--- config.mk ---
export PLATFORM = sky130hd
export DESIGN_NAME = mmlbs_div
export DESIGN_NICKNAME = d
export VERILOG_FILES = /design/src/design/mmlbs_pkg.sv /design/src/design/mmlbs_div.sv
export SDC_FILE = /design/constraint.sdc
export NUM_CORES = 1
export LEC_CHECK = 0
export ABC_CLOCK_PERIOD_IN_PS = 5900
export BUFFER_PORTS_ARGS = -buffer_cell sky130_fd_sc_hd__buf_2
export CELL_PAD_IN_SITES_DETAIL_PLACEMENT = 1
export CELL_PAD_IN_SITES_GLOBAL_PLACEMENT = 2
export CORE_MARGIN = 1.5
export CORE_UTILIZATION = 37
export CTS_CLUSTER_SIZE = 40
export DETAILED_ROUTE_END_ITERATION = 10
export MAX_ROUTING_LAYER = met4
export PLACE_DENSITY_LB_ADDON = 0.15
export SETUP_SLACK_MARGIN = 0.5
export SLEW_MARGIN = 5
export SYNTH_ARGS = -nofsm -noshare
export SYNTH_HDL_FRONTEND = slang
export SYNTH_SLANG_ARGS = --single-unit
--- constraint.sdc ---
create_clock -name clk -period 5.9 [get_ports clk]
set_input_delay 0.295 -clock clk [delete_from_list [all_inputs] [get_ports clk]]
set_output_delay 0.295 -clock clk [all_outputs]
set_load 0.1 [all_outputs]
--- src/design/mmlbs_pkg.sv ---
package mmlbs_pkg;

    localparam int MAX_ITEMS   = 4096;
    localparam int WEIGHT_BITS = 32;
    localparam int ADDR_W      = $clog2(MAX_ITEMS);
    localparam int CNT_W       = $clog2(MAX_ITEMS + 1);
    localparam int WEIGHT_W    = 32;
    localparam int LOAD_W      = 44;
    localparam int BOUND_W     = LOAD_W + 1;
    localparam int RANK_W      = 11;
    localparam int PROBE_W     = 7;
    localparam int DIV_CNT_W   = $clog2(LOAD_W);

    localparam logic [WEIGHT_W-1:0] WEIGHT_MASK =
        (WEIGHT_BITS >= WEIGHT_W) ? {WEIGHT_W{1'b1}}
                                  : WEIGHT_W'((64'd1 << WEIGHT_BITS) - 64'd1);

    typedef struct packed {
        logic [WEIGHT_W-1:0] weight;
        logic                last;
    } item_t;

    typedef struct packed {
        logic [LOAD_W-1:0]  min_max_load;
        logic [PROBE_W-1:0] probe_count;
    } result_t;

    typedef struct packed {
        logic                en;
        logic [ADDR_W-1:0]   addr;
        logic [WEIGHT_W-1:0] data;
    } scan_wr_t;

    typedef struct packed {
        logic               start;
        logic [BOUND_W-1:0] bound;
        logic [RANK_W-1:0]  ranks;
        logic [CNT_W-1:0]   count;
    } scan_req_t;

    typedef struct packed {
        logic done;
        logic fit;
    } scan_rsp_t;

endpackage

--- src/design/mmlbs_div.sv ---
module mmlbs_div
    import mmlbs_pkg::*;
(
    input  logic              clk,
    input  logic              rst_n,
    input  logic              start,
    input  logic [LOAD_W-1:0] dividend,
    input  logic [RANK_W-1:0] divisor,
    output logic              done,
    output logic [LOAD_W-1:0] quotient
);

    logic                 active_reg;
    logic                 done_reg;
    logic [DIV_CNT_W-1:0] cnt_reg;
    logic [RANK_W-1:0]    div_reg;
    logic [RANK_W-1:0]    rem_reg;
    logic [LOAD_W-1:0]    quo_reg;
    logic [RANK_W:0]      rem_shift;
    logic                 take;

    assign rem_shift = {rem_reg, quo_reg[LOAD_W-1]};
    assign take      = rem_shift >= {1'b0, div_reg};

    always_ff @(posedge clk or negedge rst_n)
    begin
        if (!rst_n)
        begin
            active_reg <= 1'b0;
            done_reg   <= 1'b0;
            cnt_reg    <= '0;
        end
        else
        begin
            done_reg <= 1'b0;
            if (start)
            begin
                active_reg <= 1'b1;
                cnt_reg    <= DIV_CNT_W'(LOAD_W - 1);
            end
            else if (active_reg)
            begin
                if (cnt_reg == '0)
                begin
                    active_reg <= 1'b0;
                    done_reg   <= 1'b1;
                end
                else
                begin
                    cnt_reg <= cnt_reg - 1'b1;
                end
            end
        end
    end

    always_ff @(posedge clk)
    begin
        if (start)
        begin
            div_reg <= divisor;
            rem_reg <= '0;
            quo_reg <= dividend;
        end
        else if (active_reg)
        begin
            rem_reg <= take ? RANK_W'(rem_shift - {1'b0, div_reg}) : rem_shift[RANK_W-1:0];
            quo_reg <= {quo_reg[LOAD_W-2:0], take};
        end
    end

    assign done     = done_reg;
    assign quotient = quo_reg;

endmodule

==> results of run 1 <==
## Yosys cell counts, types with 7 or more instances
library cell	instances
inv_1	16
a211oi_1	7
dfxtp_1	11
nor2_1	20
dfrtp_1	8
ha_1	13
nand2b_1	9
xnor2_1	7
edfxtp_1	55
mux2_2	44
nand2_1	9
a21oi_1	8
## per-layer routing
layer,track usage [%],vias to the layer above
li1,-,1242
met5,-,-
met4,8.11,0
met3,2.82,11
met2,25.7,50
met1,21.8,1196
## critical path, stage by stage (launching register included)
cell,delay [ps]
edfxtp_1,350
inv_1,60
ha_1,230
fa_1,400
nor2b_1,170
o31a_1,250
o21ai_4,130
o21ai_4,430
mux2_4,350
a211oi_2,200
## report_power, final
part           leakage, uW  internal, uW  total, uW  switching [uW]
logic              0.00107           228        730             502
clock network     0.000111           238        441             203
registers         0.000754           638        684            46.6
total              0.00194          1100       1860             751
## area by class of cell
class	count	area (sq um)
Fill cell	1080	5190
Multi-Input combinational cell	176	1530
Inverter	16	60.1
Tap cell	133	166
Sequential cell	74	2070
Timing Repair Buffer	106	543
Clock buffer	9	124
Clock inverter	7	91.3
## worst paths after layout
path                       slack [ps]                       to               startpoint  cells past startpoint
hold reg to reg                   510  rem_reg[4]$_SDFFE_PP0P_  rem_reg[4]$_SDFFE_PP0P_                      2
min in group asynchronous         310   cnt_reg[4]$_DFFE_PN0P_                    rst_n                      2
hold / removal                    110     div_reg[3]$_DFFE_PP_               divisor[3]                      1
setup / recovery                 3250  rem_reg[0]$_SDFFE_PP0P_   quotient[43]$_DFFE_PP_                      9
setup reg to reg                 3250  rem_reg[0]$_SDFFE_PP0P_   quotient[43]$_DFFE_PP_                      9
max in group asynchronous        5420     active_reg$_DFF_PN0_                    rst_n                      2
## logic make-up (layout without fill, tap and decap cells)
group / after synthesis / after routing
mux: 51 / 51
flops: 74 / 74
xor+xnor: 9 / 9
buf+inv: 28 / 138
fa+ha+maj: 14 / 14
compound gates: 42 / 42
simple gates: 60 / 60
## what timing repair did
action,4_1_cts,5_1_grt
setup buffers,0,0
hold buffers,1,0
gates resized for setup,0,0
hold endpoints to repair,8,0
## stage by stage
| stage | instances | hold slack [ps] | worst slack (ps) |
|---|---|---|---|
| finish | 521 | 111 | 3250 |
| global route | 521 | 91.2 | 3080 |
| CTS | 521 | 90.2 | 3220 |
| detailed placement | 504 | 150 | 3020 |
| global placement | 504 | 151 | 3100 |
| floorplan | 278 | -0.591 | 2930 |
==> results.md, run 1 <==
- The final setup TNS is 0 ps.
- The final max-slew violation count is 0.
- After routing the design area is 4580 sq um.
- STA classifies the critical path startpoint as a flop.
- Global routing used 16.8% of the available tracks across all layers.
- During placement, the flow inserted port buffers numbering 102.
- The peak supply drop is 0.163 mV.
- Leaving out fill and tap cells, the most frequent cell in the layout is buf_2.
- Clock-pin slew was measured on the worst setup and hold paths at 80 ps.
- In this run the deepest clock path goes through 2 buffers.
- The count of different cell masters after synthesis is 53.
- The average size of a mapped cell is 13.4 sq um.
- The power per unit of standard cell area is 405 nW/um^2.
- The actual slew at the worst max-slew pin is 714 ps.
- The data arrival time of the critical path is 2920 ps.
- The final worst-path cycle share is 44.8%.
- At the end of the flow the core is filled with cells to 46.9%.
- After detailed routing, the met3 layer carries 259 um of wire.
- The vertical extent of the die is 103 um.
- The detailed router's first-iteration violation count is 61.
- Clock tree synthesis found a total of 74 sinks.
- The pre-antenna-repair detailed-routing pass consisted of 4 iterations.
- In this run the worst path has a maximum fanout of 14.
- The clock reaches the later pin of the worst-skew pair after 350 ps.
- The multiplexer area fraction after synthesis is 15.3%.
- Sequential elements use 55.7% of the synthesized area.
- The worst pin sits at a relative slew slack of 52.4%.
- The total number of H-tree levels is 3.
- In the detailed route, the total length drawn on met2 is 4.11 mm.
- The repair_antennas step left the layout with diodes totalling 0.
- The most used flip-flop cell after synthesis is edfxtp_1.
- The TritonCTS buffer count is 9.
- The post-synthesis adder-cell area fraction is 4.91%.
- Synthesis handed over a netlist of 278 instances.
- In the synthesized netlist the async set-or-reset flop fraction comes to 10.8%.
- In the layout the commonest cells are buf_2 (102), edfxtp_1 (55), mux2_2 (44), nor2_1 (20), inv_1 (16).
- The count of vias placed by the detailed router is 2499.
- The clock tree from TritonCTS is built.
- The area added between synthesis and finish is 23.3%.
- Summing internal, switching and leakage power gives 1860 uW.
- The main combinational cell family by area after synthesis is multiplexers.
- Once the floorplan was initialized, standard cells occupied 38.0% of the core.
- For this run the aggregate overflow at the end of global routing stands at 0.
- 103 I/O pins were placed.
- The number of setup violations in the final report is 0.
- In this run the standard cell core region covers 9770 sq um.
- The floorplan has 36 rows.
- The share of the synthesized area in the top cell type is 44.4%.
- The number of global-route vias before repair was 2547.
- For the worst setup path, the data required time is 6170 ps.
- The detailed-route vias per instance is 4.80.
- The xor/xnor cell area share of the yosys netlist is 2.12%.
- The flow ran to the end, and the final reports show no timing, DRC or antenna violations.
- The area enclosed by the die boundary is 10700 sq um.
- The first global-routing pass estimated 13.0 mm of wire.
- The final weighted congestion of routability-driven global placement is 0.748.
- The flip-flop and latch count after synthesis is 74.
- The routed design has 8.32 mm of wire.
- Entering global routing, the biggest net connects 46 pins.
- The DRC violation count after routing is 0.
- The cell area after placement is 4360 sq um.
- The largest area contributor in the synthesized netlist is edfxtp_1.
- The clock root buffer is clkbuf_8.
- The cell area that synthesis handed to floorplanning was 3720 sq um.
- The routed length per placed instance is 16.0 um.
- The post-route antenna net violation count is 0.
- Once detailed placement completed, the half-perimeter wirelength came to 5.92 mm.
- The share of the synthesized area in compound gates (AO/OA/AOI/OAI) is 8.38%.
- The number of synthesized flops with an enable pin is 55.
- The worst clock skew on the final layout is 8.97 ps.
- The minimum clock period after layout is 2650 ps.
- The post-synthesis net count is 350.
- The initial antenna violation count is 0.
- STA classifies the critical path endpoint as a flop.
- The worst hold path class is in2reg.
- The length of routed wiring on met1 is 3.80 mm.
- The final count of hold timing violations came to 0.
- Cells with a size suffix above 1 make up 46.1% of the layout.
- Setup repair after global routing left no endpoint under its margin.
- Ranked by total cell area, the synthesized netlist is headed by edfxtp_1 (44%), mux2_2 (13%), dfxtp_1 (5.9%).
- The die outline width is 103 um.
- The number of flip-flops in the largest register is 44.
- Signal routing reaches up to met4.
- The net count of the finished layout is 455.
- Derived from the worst setup path, the maximum achievable clock frequency is 378 MHz.
- Max-cap violations in this run came to 0.
- The critical path is of the reg2reg type.
- After Yosys synthesis, and, or, nand and nor cells account for 10.3% of the synthesized area.
- During synthesis, Yosys emitted a total of 0 warnings.
- The leakage power total is 0.00194 uW.
(Power assumes the default switching activity.)
==> run 2: changes to the inputs <==
- ABC_AREA: default -> 1
- ABC_CLOCK_PERIOD_IN_PS: 5900 -> 2200
- CORE_UTILIZATION: 37 -> 28
- clock period: 5.9 -> 2.2 ns (I/O delays scaled with it)
==> run 2 against run 1 <==
Effect of this change:
- sequential power increased to 2.7 times the previous value
- cell area up 14%
- power rose to 3.1 times the previous value
- non-clock buffer count increased by 24
- largest power group unchanged
- highest routed layer unchanged
==> results.md, run 2 <==
- The clock insertion delay at the later pin of the skew report is 330 ps (was 350 ps).
- The largest area contributor in the synthesized netlist was edfxtp_1 (unchanged).
- The power per unit of standard cell area was 1100 nW/um^2 (was 405 nW/um^2).
- The endpoint class of the critical path is a flop (unchanged).
- The gate count of the mapped netlist is 459 (was 278).
- The detailed router's first-iteration violation count is 103 (was 61).
- The final worst-path cycle share is 81.9% (was 44.8%).
- The post-CTS clock slew at the launch and capture registers of the worst setup and hold paths is 60 ps (was 80 ps).
- The start point of the critical path was div_reg[0]$_DFFE_PP_ (was quotient[43]$_DFFE_PP_).
- The die outline width is 121 um (was 103 um).
- The routed length per placed instance is 14.1 um (was 16.0 um).
- The number of setup violations in the final report is 0 (unchanged).
- The actual slew at the worst max-slew pin is 1030 ps (was 714 ps).
- The setup slack of the worst register-to-register path is 400 ps (was 3250 ps).
- The startpoint of the most critical register-to-register path is div_reg[0]$_DFFE_PP_ (was quotient[43]$_DFFE_PP_).
- The class of the most critical setup path is reg2reg (unchanged).
- The core utilization of the finished layout is 38.0% (was 46.9%).
- The register area share after synthesis came to 52.9% (was 55.7%).
- The total number of H-tree levels is 3 (unchanged).
- The DRC violation count after routing was 0 (unchanged).
- The estimated wirelength of the detail-placed design is 8.02 mm (was 5.92 mm).
- The met1 usage is 19.9% (was 21.8%).
- The overall overflow remaining after global route is 0 (unchanged).
- The met3 routing resource usage after global routing is 5.08% (was 2.82%).
- The clock root buffer is clkbuf_16 (was clkbuf_8).
- The net count of the finished layout is 656 (was 455).
- The global-route total usage across every layer was 16.1% (was 16.8%).
- The met2 capacity usage during global routing is 25.8% (was 25.7%).
- The post-route total power is 5740 uW (was 1860 uW).
- The busiest layer in global routing was met2 (unchanged).
- The core footprint is 13800 sq um (was 9770 sq um).
- The number of flip-flops in the largest register is 44 (unchanged).
- The initial antenna violation count came to 1 (was 0).
- The cell with the most instances after synthesis is nand2_1 (was edfxtp_1).
- RSZ-0062 raised after global routing: yes (was no).
- The post-route antenna net violation count was 0 (unchanged).
- The starting density of the core came to 28.5% (was 38.0%).
- Commonest cells after routing, fill and taps aside: nand2_1 (197), buf_2 (102), edfxtp_1 (55), inv_1 (48), nand3_1 (18) (was buf_2 (102), edfxtp_1 (55), mux2_2 (44), nor2_1 (20), inv_1 (16)).
- The detailed-route vias per instance was 4.42 (was 4.80).
- The worst hold path class is in2reg (unchanged).
- The post-synthesis net count is 531 (was 350).
- The peak fanout along the critical path is 6 (was 14).
- The minimum clock period after layout is 1800 ps (was 2650 ps).
- The most common flop cell mapped by yosys was edfxtp_1 (unchanged).
- Ranking of synthesized cells by instance count: nand2_1 (198), edfxtp_1 (55), inv_1 (51) (was edfxtp_1 (55), mux2_2 (44), nor2_1 (20)).
- The most common cell after layout, fill and taps aside is nand2_1 (was buf_2).
- The final count of hold timing violations is 0 (unchanged).
- Top cells by area in the synthesized netlist: edfxtp_1 (42%), nand2_1 (19%), dfxtp_1 (5.6%) (was edfxtp_1 (44%), mux2_2 (13%), dfxtp_1 (5.9%)).
- The vertical extent of the die is 121 um (was 103 um).
- The worst min-delay path startpoint is dividend[9] (was divisor[3]).
- The number of max-capacitance violations reported is 0 (unchanged).
- The final max-slew violation count is 0 (unchanged).
- The average size of a mapped cell is 8.54 sq um (was 13.4 sq um).
- The kind of start point of the critical path was a flop (unchanged).
- The post-synthesis instance area is 3920 sq um (was 3720 sq um).
- The maximum buffer depth of the clock tree was 2 (unchanged).
- The area enclosed by the die boundary came to 14700 sq um (was 10700 sq um).
- The final setup TNS is 0 ps (unchanged).
- The number of synthesized flops with an enable pin is 55 (unchanged).
- The total number of yosys warnings was 0 (unchanged).
- The number of buffers inserted by port buffering is 102 (unchanged).
- The cell row count was 43 (was 36).
- The share of the synthesized area in the top cell type is 42.1% (was 44.4%).
- The number of global-route vias before repair was 3632 (was 2547).
- The required time reported for the critical path endpoint was 2420 ps (was 6170 ps).
- The flip-flop and latch count after synthesis is 74 (unchanged).
- The peak supply drop is 0.413 mV (was 0.163 mV).
- The remaining max-slew budget at the tightest pin is 31.0% (was 52.4%).
- The clock tree from TritonCTS is built (unchanged).
- The post-detailed-routing wire length is 10.8 mm (was 8.32 mm).
- The fraction of final layout cells sized beyond drive strength 1 is 31.1% (was 46.1%).
- The wire length of the first global-routing pass is 18.0 mm (was 13.0 mm).
- The iteration count of the initial detailed-routing pass is 4 (unchanged).
- The area added between synthesis and finish was 33.6% (was 23.3%).
- The data arrival time of the critical path is 2020 ps (was 2920 ps).
- The TritonCTS buffer count is 9 (unchanged).
- The largest net degree at the start of global routing came to 57 (was 46).
- The leakage power total is 0.00264 uW (was 0.00194 uW).
- The count of different cell masters after synthesis came to 32 (was 53).
- The final weighted congestion of routability-driven global placement was 0.787 (was 0.748).
- The achievable clock frequency is 555 MHz (was 378 MHz).
- The worst clock skew on the final layout is 8.86 ps (was 8.97 ps).
- The post-synthesis async set-or-reset flop share is 10.8% (unchanged).
- The number of top-level design ports was 103 (unchanged).
- The number of clock sinks is 74 (unchanged).
- The count of vias placed by the detailed router is 3405 (was 2499).
- Run status: completed (unchanged).
run 2: changes by cell type in the layout (fill, tap and decap cells not counted), sizes merged, moves of 6 or more:
cell / previous run / this run
nand4: 1 / 16
inv: 18 / 53
buf: 105 / 118
mux2i: 6 / 0
nand2b: 9 / 0
a211oi: 8 / 0
dlygate4sd3: 1 / 12
nand2: 9 / 211
mux2: 45 / 0
nand3: 3 / 32
run 2: area by class of cell:
class | count | area, sq um
Clock buffer | 11 | 233
Inverter | 54 | 206
Fill cell | 1685 | 8530
Timing Repair Buffer | 130 | 766
Clock inverter | 5 | 78.8
Tap cell | 180 | 225
Antenna cell | 1 | 2.50
Sequential cell | 74 | 2070
Multi-Input combinational cell | 315 | 1660
run 2: routing by layer:
| layer | vias up | wire length [um] | part of all wire [%] |
|---|---|---|---|
| met3 | 7 | 647 | 6.0 |
| met5 | - | 0 | 0 |
| met2 | 68 | 5050 | 47 |
| met1 | 1611 | 5030 | 47 |
| li1 | 1719 | - | - |
| met4 | 0 | 94 | 0.87 |
run 2: power breakdown:
part / internal [uW] / switching [uW] / total, uW
clock network: 992 / 556 / 1550
logic: 738 / 1590 / 2330
registers: 1720 / 143 / 1860
run 2: cell families (layout without fill, tap and decap cells):
group	Yosys count	after routing	synth area share (%)
compound gates	13	13	1.82
xor+xnor	4	4	0.894
fa+ha+maj	14	14	4.66
buf+inv	70	200	7.76
flops	74	74	52.9
other cells	0	1	0
simple gates	284	284	32.0
run 2: timing repair:
action                                  4_1_cts  5_1_grt
endpoints found under the setup margin       12       14
gates resized for setup                       8       11
hold buffers                                 12        0
gates cloned                                  0        0
hold endpoints to repair                     19        0
buffers inserted                              9        0
pin swaps                                     3        6
run 2: path summary, 6_finish.rpt:
path,to,cells past startpoint
worst min-delay path,quotient[9]$_DFFE_PP_,3
max in group asynchronous,cnt_reg[3]$_DFFE_PN0P_,2
min in group asynchronous,cnt_reg[5]$_DFFE_PN0P_,2
worst min register to register,rem_reg[10]$_SDFFE_PP0P_,2
worst max-delay path,rem_reg[3]$_SDFFE_PP0P_,11
worst max register to register,rem_reg[3]$_SDFFE_PP0P_,11
run 2: stage by stage:
step                      hold WS [ps]  setup slack [ps]  area (sq um)  instances
after floorplan                   -186              -211          3980        459
after global placement           -34.9               351          4650        732
after detailed placement         -25.0               289          4650        732
after CTS                         38.5               405          5180        769
after global routing              47.0               293          5240        770
final                             49.0               398          5240        770
run 2: critical path, cell delays in order, from the launching register on:
cell      delay [ps]
edfxtp_1         420
ha_4             190
fa_2             350
inv_2             80
nand3_2           80
nand3_4          100
nand2_4           60
nand4_4          110
buf_6            150
nand2_2           50
nand3_2           70
nand2_1           50
==> run 3: changes to the inputs <==
- ABC_CLOCK_PERIOD_IN_PS: 2200 -> 1500
- clock period: 2.2 -> 1.5 ns (I/O delays scaled with it)
==> run 3 against run 2 <==
Effect of this change:
- the flow now finishes with violations (setup timing)
- via count rose by 7.8%
- non-clock buffer count is 71 higher
- power grew 63%
- cell area up 25%
- combinational power is 98% higher
- count of clock-buffer cells in the layout grew 2
- critical path depth up 1
- global-route usage grew 1.1 points
- first-iteration DRC count rose by 0.97%
- fmax up 1.3%
- critical path type unchanged
- largest power group unchanged
- highest routed layer unchanged
==> results.md, run 3 (synthesis results as in run 2) <==
- The net load switching power is 3680 uW (was 2290 uW).
- Critical-path cell list: inv_2 -> ha_2 -> fa_2 -> inv_2 -> nand3_2 -> nand3_2 -> nand2_2 -> nand4_4 -> buf_6 -> nand3_2 -> nand3_2 -> nand2_1 (was ha_4 -> fa_2 -> inv_2 -> nand3_2 -> nand3_4 -> nand2_4 -> nand4_4 -> buf_6 -> nand2_2 -> nand3_2 -> nand2_1).
- The minimum clock period after layout is 1780 ps (was 1800 ps).
- The overall overflow remaining after global route is 0 (unchanged).
- The power per unit of standard cell area is 1440 nW/um^2 (was 1100 nW/um^2).
- The wire length of the first global-routing pass is 19.1 mm (was 18.0 mm).
- The final count of hold timing violations is 0 (unchanged).
- The core footprint is 13800 sq um (unchanged).
- The final reports fail on setup timing.
- The vertical extent of the die came to 121 um (unchanged).
- The post-route antenna net violation count came to 0 (unchanged).
- The number of global-route vias before repair is 3953 (was 3632).
- The worst clock skew on the final layout came to 7.58 ps (was 8.86 ps).
- The area of all placed cells without fillers came to 6530 sq um (was 5240 sq um).
- The required time reported for the critical path endpoint came to 1720 ps (was 2420 ps).
- The cell seen most often among critical-path stages is nand3_2 (unchanged).
- The DRC violation count after routing is 0 (unchanged).
- The internal power is 5710 uW (was 3450 uW).
- The cell area after placement is 5050 sq um (was 4650 sq um).
- The number of top-level design ports was 103 (unchanged).
- The starting density of the core is 28.5% (unchanged).
- The endpoint class of the critical path was a flop (unchanged).
- The detailed router's first-iteration violation count was 104 (was 103).
- RSZ-0062 raised after global routing: yes (unchanged).
- The area added between synthesis and finish is 66.5% (was 33.6%).
- The achievable clock frequency is 562 MHz (was 555 MHz).
- The number of diodes was 0 (was 1).
- The setup slack after placement is -316 ps (was 289 ps).
- The combinational cell fraction of total power is 49.2% (was 40.6%).
- The post-CTS clock slew at the launch and capture registers of the worst setup and hold paths was 60 ps (about the same).
- The iteration count of the initial detailed-routing pass is 4 (unchanged).
- The routed length per placed instance is 14.3 um (was 14.1 um).
- The actual slew at the worst max-slew pin is 1070 ps (was 1030 ps).
- Commonest cells after routing, fill and taps aside: nand2_1 (194), buf_4 (73), buf_2 (57), edfxtp_1 (55) (was nand2_1 (197), buf_2 (102), edfxtp_1 (55), inv_1 (48), nand3_1 (18)).
- The largest net degree at the start of global routing is 39 (was 57).
- The maximum buffer depth of the clock tree is 2 (unchanged).
- The count of vias placed by the detailed router is 3669 (was 3405).
- The data arrival time of the critical path is 2000 ps (was 2020 ps).
- The leakage power total is 0.00318 uW (was 0.00264 uW).
- The global-route total usage across every layer is 17.2% (was 16.1%).
- The initial antenna violation count is 0 (was 1).
- The final max-slew violation count is 0 (unchanged).
- The post-route non-filler standard cell count is 840 (was 770).
- Run status: finished with violations (was completed).
- The library cell contributing the largest single delay on the critical path is edfxtp_1 (unchanged).
- The most common cell after layout, fill and taps aside is nand2_1 (unchanged).
- The cell family with the largest share of critical-path delay is adder cells (unchanged).
- The final worst-path cycle share is 119% (was 81.9%).
- The net count of the finished layout is 727 (was 656).
- The post-detailed-routing wire length is 12.0 mm (was 10.8 mm).
- The number of max-capacitance violations reported is 0 (unchanged).
- The detailed-route vias per instance is 4.37 (was 4.42).
- The kind of start point of the critical path is a flop (unchanged).
- The TritonCTS buffer count is 9 (unchanged).
- The cell row count is 43 (unchanged).
- The total number of H-tree levels was 3 (unchanged).
- The peak supply drop is 0.553 mV (was 0.413 mV).
- The number of setup violations in the final report is 12 (was 0).
- The proportion of power drawn by the clock network came to 21.0% (was 27.0%).
- The worst hold path class is in2reg (unchanged).
- The number of placed instances with taps included is 780 (was 732).
- The delay contributed by the slowest stage of the critical path is 360 ps (was 420 ps).
- The buffering stage count on the worst path with inverters included is 3 (was 2).
- The share of power burned in registers is 29.8% (was 32.4%).
- The final weighted congestion of routability-driven global placement came to 0.784 (was 0.787).
- The clock root buffer is clkbuf_16 (unchanged).
- The estimated wirelength of the detail-placed design is 8.48 mm (was 8.02 mm).
- The area enclosed by the die boundary was 14700 sq um (unchanged).
- The class of the most critical setup path is reg2reg (unchanged).
- The number of buffers inserted by port buffering is 102 (unchanged).
- The number of clock sinks came to 74 (unchanged).
- The fraction of final layout cells sized beyond drive strength 1 is 40.9% (was 31.1%).
- The switching share of total power is 39.2% (was 39.9%).
- The remaining max-slew budget at the tightest pin was 28.4% (was 31.0%).
- The worst-case setup margin in the final layout is -279 ps (was 398 ps).
- The core utilization of the finished layout is 47.4% (was 38.0%).
- The total of fill cells in the finished design came to 1627 (was 1685).
- The number of flip-flops in the largest register is 44 (unchanged).
- The clock tree from TritonCTS is built (unchanged).
- The die outline width came to 121 um (unchanged).
- The clock insertion delay at the later pin of the skew report is 330 ps (about the same).
- The peak fanout along the critical path is 6 (unchanged).
[run 3: final timing paths]
check / from / endpoint / slack (ps) / depth (start not counted)
worst max-delay path: quotient[43]$_DFFE_PP_ / rem_reg[7]$_SDFFE_PP0P_ / -280 / 12
worst min-delay path: dividend[18] / quotient[18]$_DFFE_PP_ / 20 / 3
worst max register to register: quotient[43]$_DFFE_PP_ / rem_reg[7]$_SDFFE_PP0P_ / -280 / 12
worst min register to register: rem_reg[10]$_SDFFE_PP0P_ / rem_reg[10]$_SDFFE_PP0P_ / 480 / 2
max in group asynchronous: rst_n / active_reg$_DFF_PN0_ / 1200 / 2
min in group asynchronous: rst_n / cnt_reg[4]$_DFFE_PN0P_ / 120 / 2
[run 3: final cells by class]
cell class              instances  area (sq um)  area share [%]
inverters                      54           206            3.16
well taps                     180           225            3.45
multi-input cells             315          1730            26.5
clock buffers                  13           250            3.83
flip-flops and latches         74          2070            31.7
clock inverters                 3          17.5           0.268
repair buffers                201          2020            31.0
[run 3: tightest hold or removal path: cells and delay by family]
kind | cells | cell delay, ps
and+or+nand+nor | 2 | 90
buffers and inverters | 1 | 70
[run 3: timing repair]
item | 4_1_cts | 5_1_grt
setup buffers | 18 | 14
pin swaps | 3 | 7
resized for setup | 198 | 26
hold buffers | 12 | 0
endpoints found under the hold margin | 19 | 0
gates cloned | 0 | 0
setup endpoints to repair | 109 | 109
[run 3: power groups by stage]
stage / Clock, uW / Combinational (uW) / Sequential (uW)
after floorplan: 0 / 1720 / 3600
final: 1970 / 4610 / 2800
after global routing: 2100 / 5000 / 2830
after global placement: 0 / 3740 / 2740
after CTS: 2020 / 4380 / 2780
after detailed placement: 0 / 3780 / 2740
[run 3: metal layers]
layer  routed length, um  up-vias  GRT usage [%]
met3                 571        9           4.32
met2                6000       67           28.8
met4                 116        0           5.07
met5                   0        -              -
li1                    -     1864              -
met1                5280     1729           20.4
[run 3: per-stage QoR]
step           setup TNS, ps  total power [uW]  hold WS, ps
6_report               -2970              9390         15.3
5_1_grt                -4040              9930         19.9
4_1_cts                -3140              9180         1.77
3_5_place_dp           -3140              6520        -66.1
3_3_place_gp           -2490              6480        -69.7
2_1_floorplan         -19610              5320         -221
